<file path="config.mk">
export PLATFORM = sky130hd
export DESIGN_NAME = round_robin_id_allocator
export DESIGN_NICKNAME = d
export VERILOG_FILES = /design/src/rtl/rria_pkg.sv /design/src/rtl/rria_ctl.sv /design/src/rtl/rria_dp.sv /design/src/rtl/round_robin_id_allocator.sv
export SDC_FILE = /design/constraint.sdc
export NUM_CORES = 2
export LEC_CHECK = 0
export BUFFER_PORTS_ARGS = -buffer_cell sky130_fd_sc_hd__buf_4
export CAP_MARGIN = 20
export CORE_AREA = 3 3 348 350
export DETAILED_ROUTE_END_ITERATION = 8
export DIE_AREA = 0 0 351 353
export HOLD_SLACK_MARGIN = 0.06
export PLACE_DENSITY_LB_ADDON = 0.05
export SETUP_SLACK_MARGIN = 0.1
export SLEW_MARGIN = 30
export SYNTH_ARGS = -nofsm -noshare
export SYNTH_HDL_FRONTEND = slang
export SYNTH_SLANG_ARGS = --single-unit
</file>
<file path="constraint.sdc">
create_clock -name i_clk -period 3.95 [get_ports i_clk]
set_input_delay 0.395 -clock i_clk [delete_from_list [all_inputs] [get_ports i_clk]]
set_output_delay 0.395 -clock i_clk [all_outputs]
set_load 0.005 [all_outputs]
</file>
<file path="src/rtl/rria_pkg.sv">
// ----------------------------------------------------------------------------
// rria_pkg
// Shared types and constants for the round-robin identifier allocator.
// ----------------------------------------------------------------------------
package rria_pkg;

    localparam int ID_OUT_W = 10;
    localparam int MAP_W    = 32;
    localparam int BIT_W    = 5;

    localparam logic CMD_ACQUIRE = 1'b0;
    localparam logic CMD_RELEASE = 1'b1;

    typedef enum logic [1:0] {
        STATUS_OK     = 2'd0,
        STATUS_BUSY   = 2'd1,
        STATUS_BADREL = 2'd2
    } t_status;

    typedef struct packed {
        logic                cmd;
        logic [ID_OUT_W-1:0] release_id;
    } t_in_word;

    typedef struct packed {
        logic [ID_OUT_W-1:0] granted_id;
        t_status             status;
    } t_out_word;

    typedef enum logic [2:0] {
        S_CLEAR,
        S_IDLE,
        S_ACQ_SCAN,
        S_ACQ_WR,
        S_REL_RD,
        S_REL_CHK,
        S_RESULT
    } t_ctl_state;

    typedef struct packed {
        logic    load_in;
        logic    clr_step;
        logic    scan_start;
        logic    scan_step;
        logic    acq_write;
        logic    rel_read;
        logic    rel_write;
        logic    res_load;
        logic    res_grant;
        t_status res_status;
        logic    out_load;
    } t_dp_cmd;

    typedef struct packed {
        logic clr_last;
        logic found;
        logic exhausted;
        logic rel_range_bad;
        logic rel_active;
        logic out_free;
    } t_dp_stat;

    function automatic logic [BIT_W-1:0] lowest_set(input logic [MAP_W-1:0] w);
        logic [BIT_W-1:0] idx;
        idx = '0;
        for (int i = MAP_W - 1; i >= 0; i--) begin
            if (w[i]) begin
                idx = BIT_W'(i);
            end
        end
        return idx;
    endfunction

endpackage

</file>
<file path="src/rtl/rria_ctl.sv">
// ----------------------------------------------------------------------------
// rria_ctl
// Sequencer: clearing pass, acquire scan, release check, result hand-off.
// ----------------------------------------------------------------------------
module rria_ctl
    import rria_pkg::*;
(
    input  logic     i_clk,
    input  logic     i_rst_n,
    input  logic     i_in_valid,
    input  logic     i_in_cmd,
    input  t_dp_stat i_stat,
    output t_dp_cmd  o_cmd,
    output logic     o_in_stall
);

    t_ctl_state r_state;
    t_ctl_state n_state;

    always_ff @(posedge i_clk) begin
        if (!i_rst_n) begin
            r_state <= S_CLEAR;
        end else begin
            r_state <= n_state;
        end
    end

    always_comb begin
        n_state    = r_state;
        o_cmd      = '0;
        o_in_stall = 1'b1;
        case (r_state)
            S_CLEAR: begin
                o_cmd.clr_step = 1'b1;
                if (i_stat.clr_last) begin
                    n_state = S_IDLE;
                end
            end
            S_IDLE: begin
                o_in_stall = 1'b0;
                if (i_in_valid) begin
                    o_cmd.load_in = 1'b1;
                    if (i_in_cmd == CMD_ACQUIRE) begin
                        o_cmd.scan_start = 1'b1;
                        n_state          = S_ACQ_SCAN;
                    end else begin
                        n_state = S_REL_RD;
                    end
                end
            end
            S_ACQ_SCAN: begin
                o_cmd.scan_step = 1'b1;
                if (i_stat.found) begin
                    n_state = S_ACQ_WR;
                end else if (i_stat.exhausted) begin
                    o_cmd.res_load   = 1'b1;
                    o_cmd.res_status = STATUS_BUSY;
                    n_state          = S_RESULT;
                end
            end
            S_ACQ_WR: begin
                o_cmd.acq_write  = 1'b1;
                o_cmd.res_load   = 1'b1;
                o_cmd.res_grant  = 1'b1;
                o_cmd.res_status = STATUS_OK;
                n_state          = S_RESULT;
            end
            S_REL_RD: begin
                if (i_stat.rel_range_bad) begin
                    o_cmd.res_load   = 1'b1;
                    o_cmd.res_status = STATUS_BADREL;
                    n_state          = S_RESULT;
                end else begin
                    o_cmd.rel_read = 1'b1;
                    n_state        = S_REL_CHK;
                end
            end
            S_REL_CHK: begin
                o_cmd.res_load = 1'b1;
                if (i_stat.rel_active) begin
                    o_cmd.rel_write  = 1'b1;
                    o_cmd.res_status = STATUS_OK;
                end else begin
                    o_cmd.res_status = STATUS_BADREL;
                end
                n_state = S_RESULT;
            end
            S_RESULT: begin
                if (i_stat.out_free) begin
                    o_cmd.out_load = 1'b1;
                    n_state        = S_IDLE;
                end
            end
            default: begin
                n_state = S_CLEAR;
            end
        endcase
    end

endmodule

</file>
<file path="src/rtl/rria_dp.sv">
// ----------------------------------------------------------------------------
// rria_dp
// Datapath: active bitmap memory (32 ids per row), scan pipeline, last
// issued id, result and output registers.
// ----------------------------------------------------------------------------
module rria_dp
    import rria_pkg::*;
#(
    parameter int MAX_ID = 1023
) (
    input  logic      i_clk,
    input  logic      i_rst_n,
    input  t_dp_cmd   i_cmd,
    input  t_in_word  i_in_word,
    input  logic      i_out_stall,
    output t_dp_stat  o_stat,
    output logic      o_out_valid,
    output t_out_word o_out_word
);

    localparam int ID_W       = $clog2(MAX_ID + 1);
    localparam int NWORDS     = MAX_ID / MAP_W + 1;
    localparam int ADDR_W     = (NWORDS > 1) ? $clog2(NWORDS) : 1;
    localparam int SCAN_WORDS = NWORDS + 1;
    localparam int CNT_W      = $clog2(SCAN_WORDS + 1);
    localparam int LAST_BITS  = MAX_ID % MAP_W + 1;
    localparam logic [MAP_W-1:0] LAST_MASK = {MAP_W{1'b1}} >> (MAP_W - LAST_BITS);
    localparam int CMP_W      = 17;

    logic [MAP_W-1:0] mem [NWORDS];

    t_in_word         r_item;
    logic [ADDR_W-1:0] r_clr_addr;
    logic [ID_W-1:0]  r_last;
    logic [ADDR_W-1:0] r_rd_word;
    logic [CNT_W-1:0] r_issued;
    logic [BIT_W-1:0] r_start_bit;
    logic             r_chk_valid;
    logic             r_chk_first;
    logic [ADDR_W-1:0] r_chk_word;
    logic [MAP_W-1:0] r_rd_data;
    logic [ADDR_W-1:0] r_hit_word;
    logic [MAP_W-1:0] r_hit_data;
    logic [ID_W-1:0]  r_hit_id;
    logic [ID_W-1:0]  r_res_id;
    t_status          r_res_status;
    logic             r_out_valid;
    t_out_word        r_out_word;

    logic [ID_W-1:0]   next_id;
    logic              issue;
    logic [ADDR_W-1:0] rd_word_inc;
    logic [MAP_W-1:0]  vmask;
    logic [MAP_W-1:0]  free_bits;
    logic [BIT_W-1:0]  free_bit;
    logic [ADDR_W-1:0] rel_word;
    logic [BIT_W-1:0]  rel_bit;
    logic              rd_en;
    logic [ADDR_W-1:0] rd_addr;
    logic              wr_en;
    logic [ADDR_W-1:0] wr_addr;
    logic [MAP_W-1:0]  wr_data;

    assign next_id     = (r_last < ID_W'(MAX_ID)) ? r_last + 1'b1 : ID_W'(1);
    assign issue       = r_issued < CNT_W'(SCAN_WORDS);
    assign rd_word_inc = (r_rd_word == ADDR_W'(NWORDS - 1)) ? '0 : r_rd_word + 1'b1;
    assign rel_word    = ADDR_W'(r_item.release_id >> BIT_W);
    assign rel_bit     = r_item.release_id[BIT_W-1:0];

    always_comb begin
        vmask = '1;
        if (r_chk_word == ADDR_W'(NWORDS - 1)) begin
            vmask = vmask & LAST_MASK;
        end
        if (r_chk_word == '0) begin
            vmask[0] = 1'b0;
        end
        free_bits = ~r_rd_data & vmask
                  & (r_chk_first ? ({MAP_W{1'b1}} << r_start_bit) : {MAP_W{1'b1}});
        free_bit  = lowest_set(free_bits);
    end

    assign o_stat.clr_last      = r_clr_addr == ADDR_W'(NWORDS - 1);
    assign o_stat.found         = r_chk_valid && (|free_bits);
    assign o_stat.exhausted     = !r_chk_valid && !issue;
    assign o_stat.rel_range_bad = (r_item.release_id == '0)
                               || (CMP_W'(r_item.release_id) > CMP_W'(MAX_ID));
    assign o_stat.rel_active    = r_rd_data[rel_bit];
    assign o_stat.out_free      = !r_out_valid || !i_out_stall;

    always_comb begin
        rd_en   = 1'b0;
        rd_addr = r_rd_word;
        wr_en   = 1'b0;
        wr_addr = r_clr_addr;
        wr_data = '0;
        if (i_cmd.scan_step && issue) begin
            rd_en = 1'b1;
        end
        if (i_cmd.rel_read) begin
            rd_en   = 1'b1;
            rd_addr = rel_word;
        end
        if (i_cmd.clr_step) begin
            wr_en = 1'b1;
        end
        if (i_cmd.acq_write) begin
            wr_en   = 1'b1;
            wr_addr = r_hit_word;
            wr_data = r_hit_data;
        end
        if (i_cmd.rel_write) begin
            wr_en   = 1'b1;
            wr_addr = rel_word;
            wr_data = r_rd_data & ~(MAP_W'(1) << rel_bit);
        end
    end

    always_ff @(posedge i_clk) begin
        if (wr_en) begin
            mem[wr_addr] <= wr_data;
        end
    end

    always_ff @(posedge i_clk) begin
        if (rd_en) begin
            r_rd_data <= mem[rd_addr];
        end
    end

    // control registers
    always_ff @(posedge i_clk) begin
        if (!i_rst_n) begin
            r_clr_addr  <= '0;
            r_last      <= '0;
            r_issued    <= '0;
            r_chk_valid <= 1'b0;
            r_out_valid <= 1'b0;
        end else begin
            if (i_cmd.clr_step) begin
                r_clr_addr <= r_clr_addr + 1'b1;
            end
            if (i_cmd.acq_write) begin
                r_last <= r_hit_id;
            end
            if (i_cmd.scan_start) begin
                r_issued    <= '0;
                r_chk_valid <= 1'b0;
            end else if (i_cmd.scan_step) begin
                r_chk_valid <= issue;
                if (issue) begin
                    r_issued <= r_issued + 1'b1;
                end
            end
            if (i_cmd.out_load) begin
                r_out_valid <= 1'b1;
            end else if (!i_out_stall) begin
                r_out_valid <= 1'b0;
            end
        end
    end

    // payload registers
    always_ff @(posedge i_clk) begin
        if (i_cmd.load_in) begin
            r_item <= i_in_word;
        end
        if (i_cmd.scan_start) begin
            r_rd_word   <= ADDR_W'(next_id >> BIT_W);
            r_start_bit <= BIT_W'(next_id);
        end else if (i_cmd.scan_step && issue) begin
            r_rd_word   <= rd_word_inc;
            r_chk_word  <= r_rd_word;
            r_chk_first <= r_issued == '0;
        end
        if (i_cmd.scan_step && o_stat.found) begin
            r_hit_word <= r_chk_word;
            r_hit_data <= r_rd_data | (MAP_W'(1) << free_bit);
            r_hit_id   <= ID_W'({r_chk_word, free_bit});
        end
        if (i_cmd.res_load) begin
            r_res_id     <= i_cmd.res_grant ? r_hit_id : '0;
            r_res_status <= i_cmd.res_status;
        end
        if (i_cmd.out_load) begin
            r_out_word.granted_id <= ID_OUT_W'(r_res_id);
            r_out_word.status     <= r_res_status;
        end
    end

    assign o_out_valid = r_out_valid;
    assign o_out_word  = r_out_word;

endmodule

</file>
<file path="src/rtl/round_robin_id_allocator.sv">
// ----------------------------------------------------------------------------
// round_robin_id_allocator
// Hands out identifiers 1..MAX_ID round-robin from an active bitmap and
// takes them back on release.
//
//   channel  direction  handshake                 word
//   input    in         i_in_valid / o_in_stall   i_in_word  (cmd, release_id)
//   output   out        o_out_valid / i_out_stall o_out_word (granted_id, status)
//
// Acquire: the bitmap memory is read one 32-bit row per cycle, starting at the
// row that holds the id after the last issued one.
// Release: row read, check and write back, result; an out-of-range id goes
// straight to the result. After reset a clearing pass zeroes the bitmap;
// the input stalls meanwhile. One word in flight; the next is taken once
// its result sits in the output register, also while that output is stalled.
// ----------------------------------------------------------------------------
module round_robin_id_allocator
    import rria_pkg::*;
#(
    parameter int MAX_ID = 1023
) (
    input  logic      i_clk,
    input  logic      i_rst_n,
    input  logic      i_in_valid,
    output logic      o_in_stall,
    input  t_in_word  i_in_word,
    output logic      o_out_valid,
    input  logic      i_out_stall,
    output t_out_word o_out_word
);

    t_dp_cmd  dp_cmd;
    t_dp_stat dp_stat;

    rria_ctl u_ctl (
        .i_clk      (i_clk),
        .i_rst_n    (i_rst_n),
        .i_in_valid (i_in_valid),
        .i_in_cmd   (i_in_word.cmd),
        .i_stat     (dp_stat),
        .o_cmd      (dp_cmd),
        .o_in_stall (o_in_stall)
    );

    rria_dp #(
        .MAX_ID (MAX_ID)
    ) u_dp (
        .i_clk       (i_clk),
        .i_rst_n     (i_rst_n),
        .i_cmd       (dp_cmd),
        .i_in_word   (i_in_word),
        .i_out_stall (i_out_stall),
        .o_stat      (dp_stat),
        .o_out_valid (o_out_valid),
        .o_out_word  (o_out_word)
    );

`ifndef SYNTHESIS
    a_grant_only_ok: assert property (@(posedge i_clk) disable iff (!i_rst_n)
        o_out_valid && (o_out_word.status != STATUS_OK) |-> o_out_word.granted_id == '0)
        else $error("identifier granted with non-ok status");

    a_busy_after_accept: assert property (@(posedge i_clk) disable iff (!i_rst_n)
        i_in_valid && !o_in_stall |=> o_in_stall)
        else $error("input taken twice in a row");

    a_result_from_work: assert property (@(posedge i_clk) disable iff (!i_rst_n)
        $rose(o_out_valid) |-> $past(o_in_stall))
        else $error("result appeared without a word in work");
`endif

endmodule
</file>
==> run summary <==
status -> completed
placer congestion estimate -> 0.8764
fin util -> 0.4845
Final Net Count -> 4080
Post-synth EDFFs -> 1148
Vias/cell -> 5.683
die area -> 0.1239 mm²
r2r worst-path depth -> 9
nature of the critical path endpoint -> flop
area share of the largest cell type after synthesis -> 0.7122
PortBufs -> 28
VDD IR max -> 0.3934 mV
Distinct cells, synth -> 79
antenna violations before repair -> 4
HPWL Detailed -> 97720 µm
top cells by count, synth -> nand2_1 (1165), edfxtp_1 (1148), and3_1 (402)
synth-to-layout area growth -> 18.21%
Hold WS -> 0.2378 ns
vias in the first global route -> 31396
critical path class -> reg2reg
Final Slew Violations -> 0
Starting Density -> 0.4099
number of H-tree levels -> 4
synthesis-stage register bit count -> 1174
Worst-path clk slew -> 0.06 ns
Power Density -> 447.2 mW/mm²
die height -> 353 µm
Max-Cap Viols -> 0
largest net degree at the start of global routing -> 76
reg2reg end -> u_dp.r_rd_data[4]
CP Launch Point -> u_dp.r_item[4]
post-synthesis sequential area ratio -> 0.7230
final setup vio count -> 0
mapped cell area -> 0.04840 mm²
number of failing hold endpoints at the final stage -> 0
DRC violations left -> 0
clock skew -> 0.03129 ns
Die Width -> 351 µm
total power draw -> 25.59 mW
Final period util -> 0.9479
ratio of cells with drive above 1 in the final layout -> 0.1492
Critical R2R Launch -> u_dp.r_item[4]
Clock Latency Late Sink -> 0.75 ns
first-pass GRT wire length -> 225300 µm
Arrival @ worst endpoint -> 4.22 ns
Worst Hold Class -> in2reg
synthesized instance count -> 3816
site row count -> 126
maximum clock path buffer count -> 3
Ys Warns -> 0
GRT overflow -> 0
most common flop cell mapped by yosys -> edfxtp_1
post-route minimum period -> 3.744 ns
setup TNS -> 0 ns
vias post-DR -> 32340
Routed Antenna Nets -> 0
leakage -> 20.95 nW
Slew headroom -> 0.3215
Setup crit start kind -> flop
Req. time, crit path -> 4.42 ns
GRT Total Usage -> 0.2517
CTS root buffer -> clkbuf_16
WL/cell -> 27.67 µm
Sink Count -> 1174
most frequent cell after synthesis -> nand2_1
fin area -> 0.05721 mm²
Layout Cells excl Fill -> 5691
Area contributors post-synth -> edfxtp_1 (71%), nand2_1 (9.0%), and3_1 (5.2%)
unrepaired setup endpoints after global routing -> false
Routed Wire Length -> 157500 µm
fin worst setup slack -> 0.2059 ns
Synthesized Nets -> 3839
crit path capture -> u_dp.r_rd_data[4]
DP Area -> 0.05282 mm²
total CTS buffers -> 131
initial detailed-routing violation count -> 3081
CTS tree -> built
Post-synth ARST share -> 0
core area -> 0.1181 mm²
CP max FO -> 35
area leader, netlist -> edfxtp_1
cell total after placement -> 5440
Avg Cell Area, Syn -> 12.68 µm²
R2R Setup Slk -> 0.21 ns
# IOs -> 29
fmax -> 267.1 MHz
drt pass-1 iters -> 5
dpl ws -> -0.4897 ns
Ant. Diodes -> 0
actual slew at the worst max-slew pin -> 1.016 ns
report_power, final:
group,leakage (nW),internal [mW],switching (mW),total [mW]
logic,10.1,0.0870,0.187,0.274
clock network,1.97,6.74,4.92,11.7
registers,8.90,13.6,0.0348,13.7
total,20.9,20.4,5.15,25.6
layer usage:
| layer | up-vias | GRT usage | share of wire |
|---|---|---|---|
| met5 | - | 0 | 0 |
| met4 | 0 | 0.06967 | 0.025 |
| met3 | 205 | 0.04316 | 0.065 |
| met2 | 1123 | 0.3987 | 0.47 |
| met1 | 16471 | 0.3581 | 0.44 |
| li1 | 14541 | - | - |
worst max-delay path, cell delays in order (launching register included):
cell and delay (ns):
edfxtp_1 0.64, nor3_2 0.28, a31o_2 0.34, mux2_8 0.56, buf_12 0.25, buf_4 0.21, and3_1 0.16, o21ai_0 0.32
nand2_1 0.15, nor4_4 0.51
registers in the layout, indices dropped and copies added, names as in the netlist:
register,cells
u_dp.r_res_status,2
u_dp.r_rd_word,5
u_dp.r_rd_data,32
u_dp.o_out_valid,1
u_dp.r_hit_data,32
u_dp.o_out_word,12
u_dp.r_issued,6
u_dp.r_res_id,10
u_dp.r_chk_word,5
u_dp.r_item,10
u_dp.r_chk_valid,1
u_ctl.r_state,3
u_dp.r_chk_first,1
u_dp.mem,1024
u_dp.r_start_bit,5
u_dp.r_hit_id,10
u_dp.r_clr_addr,5
u_dp.r_last,10
how the worst min path moves through the flow:
stage                    startpoint                   to  cells after the start
2_1_floorplan  u_dp.r_res_status[0]   u_dp.o_out_word[0]                      0
5_1_grt               i_in_word[10]     u_ctl.r_state[1]                      5
3_5_place_dp       u_dp.r_res_id[3]   u_dp.o_out_word[5]                      0
6_report              i_in_word[10]     u_ctl.r_state[1]                      5
4_1_cts               i_in_word[10]     u_ctl.r_state[1]                      5
3_3_place_gp       u_dp.r_res_id[8]  u_dp.o_out_word[10]                      0
final cells by class:
cell class	count	area, µm²
repair buffers	349	3420
multi-input cells	2382	12770
clock inverters	64	530.5
flip-flops and latches	1174	34990
clock buffers	167	3508
well taps	1536	1922
fillers	10351	60870
inverters	19	71.32
repair_timing:
| action | 4_1_cts | 5_1_grt |
|---|---|---|
| pin swaps | 1 | 4 |
| gates resized for setup | 14 | 11 |
| endpoints found under the hold margin | 33 | 0 |
| endpoints found under the setup margin | 98 | 157 |
| setup buffers | 2 | 5 |
| hold buffers | 13 | 0 |
layout by cell type (no fill, tap or decap), types with 17 or more instances in the layout:
cell	netlist	routed
a21oi_1	43	40
a31o_2	22	22
a31oi_1	141	137
a32o_1	27	27
and3_1	402	402
buf_12	0	61
buf_4	3	274
clkbuf_1	123	31
clkbuf_16	0	135
clkinv_1	0	34
dfxtp_1	26	26
edfxtp_1	1148	1148
inv_1	17	17
nand2_1	1165	1164
nand3_1	21	21
nor2_1	81	48
nor2_4	0	33
nor3_1	18	18
nor4_1	34	21
o21ai_0	151	146
o22ai_1	67	67
cells by family after synthesis:
family                   share of synthesized area
AO/OA/AOI/OAI                              0.07212
XOR/XNOR                                  0.002895
adder cells (fa/ha/maj)                   0.002068
buffers and inverters                      0.02435
flip-flops                                  0.7230
multiplexers                              0.005971
AND/OR/NAND/NOR                             0.1696
No activity file was read; power rests on OpenSTA's default activity.
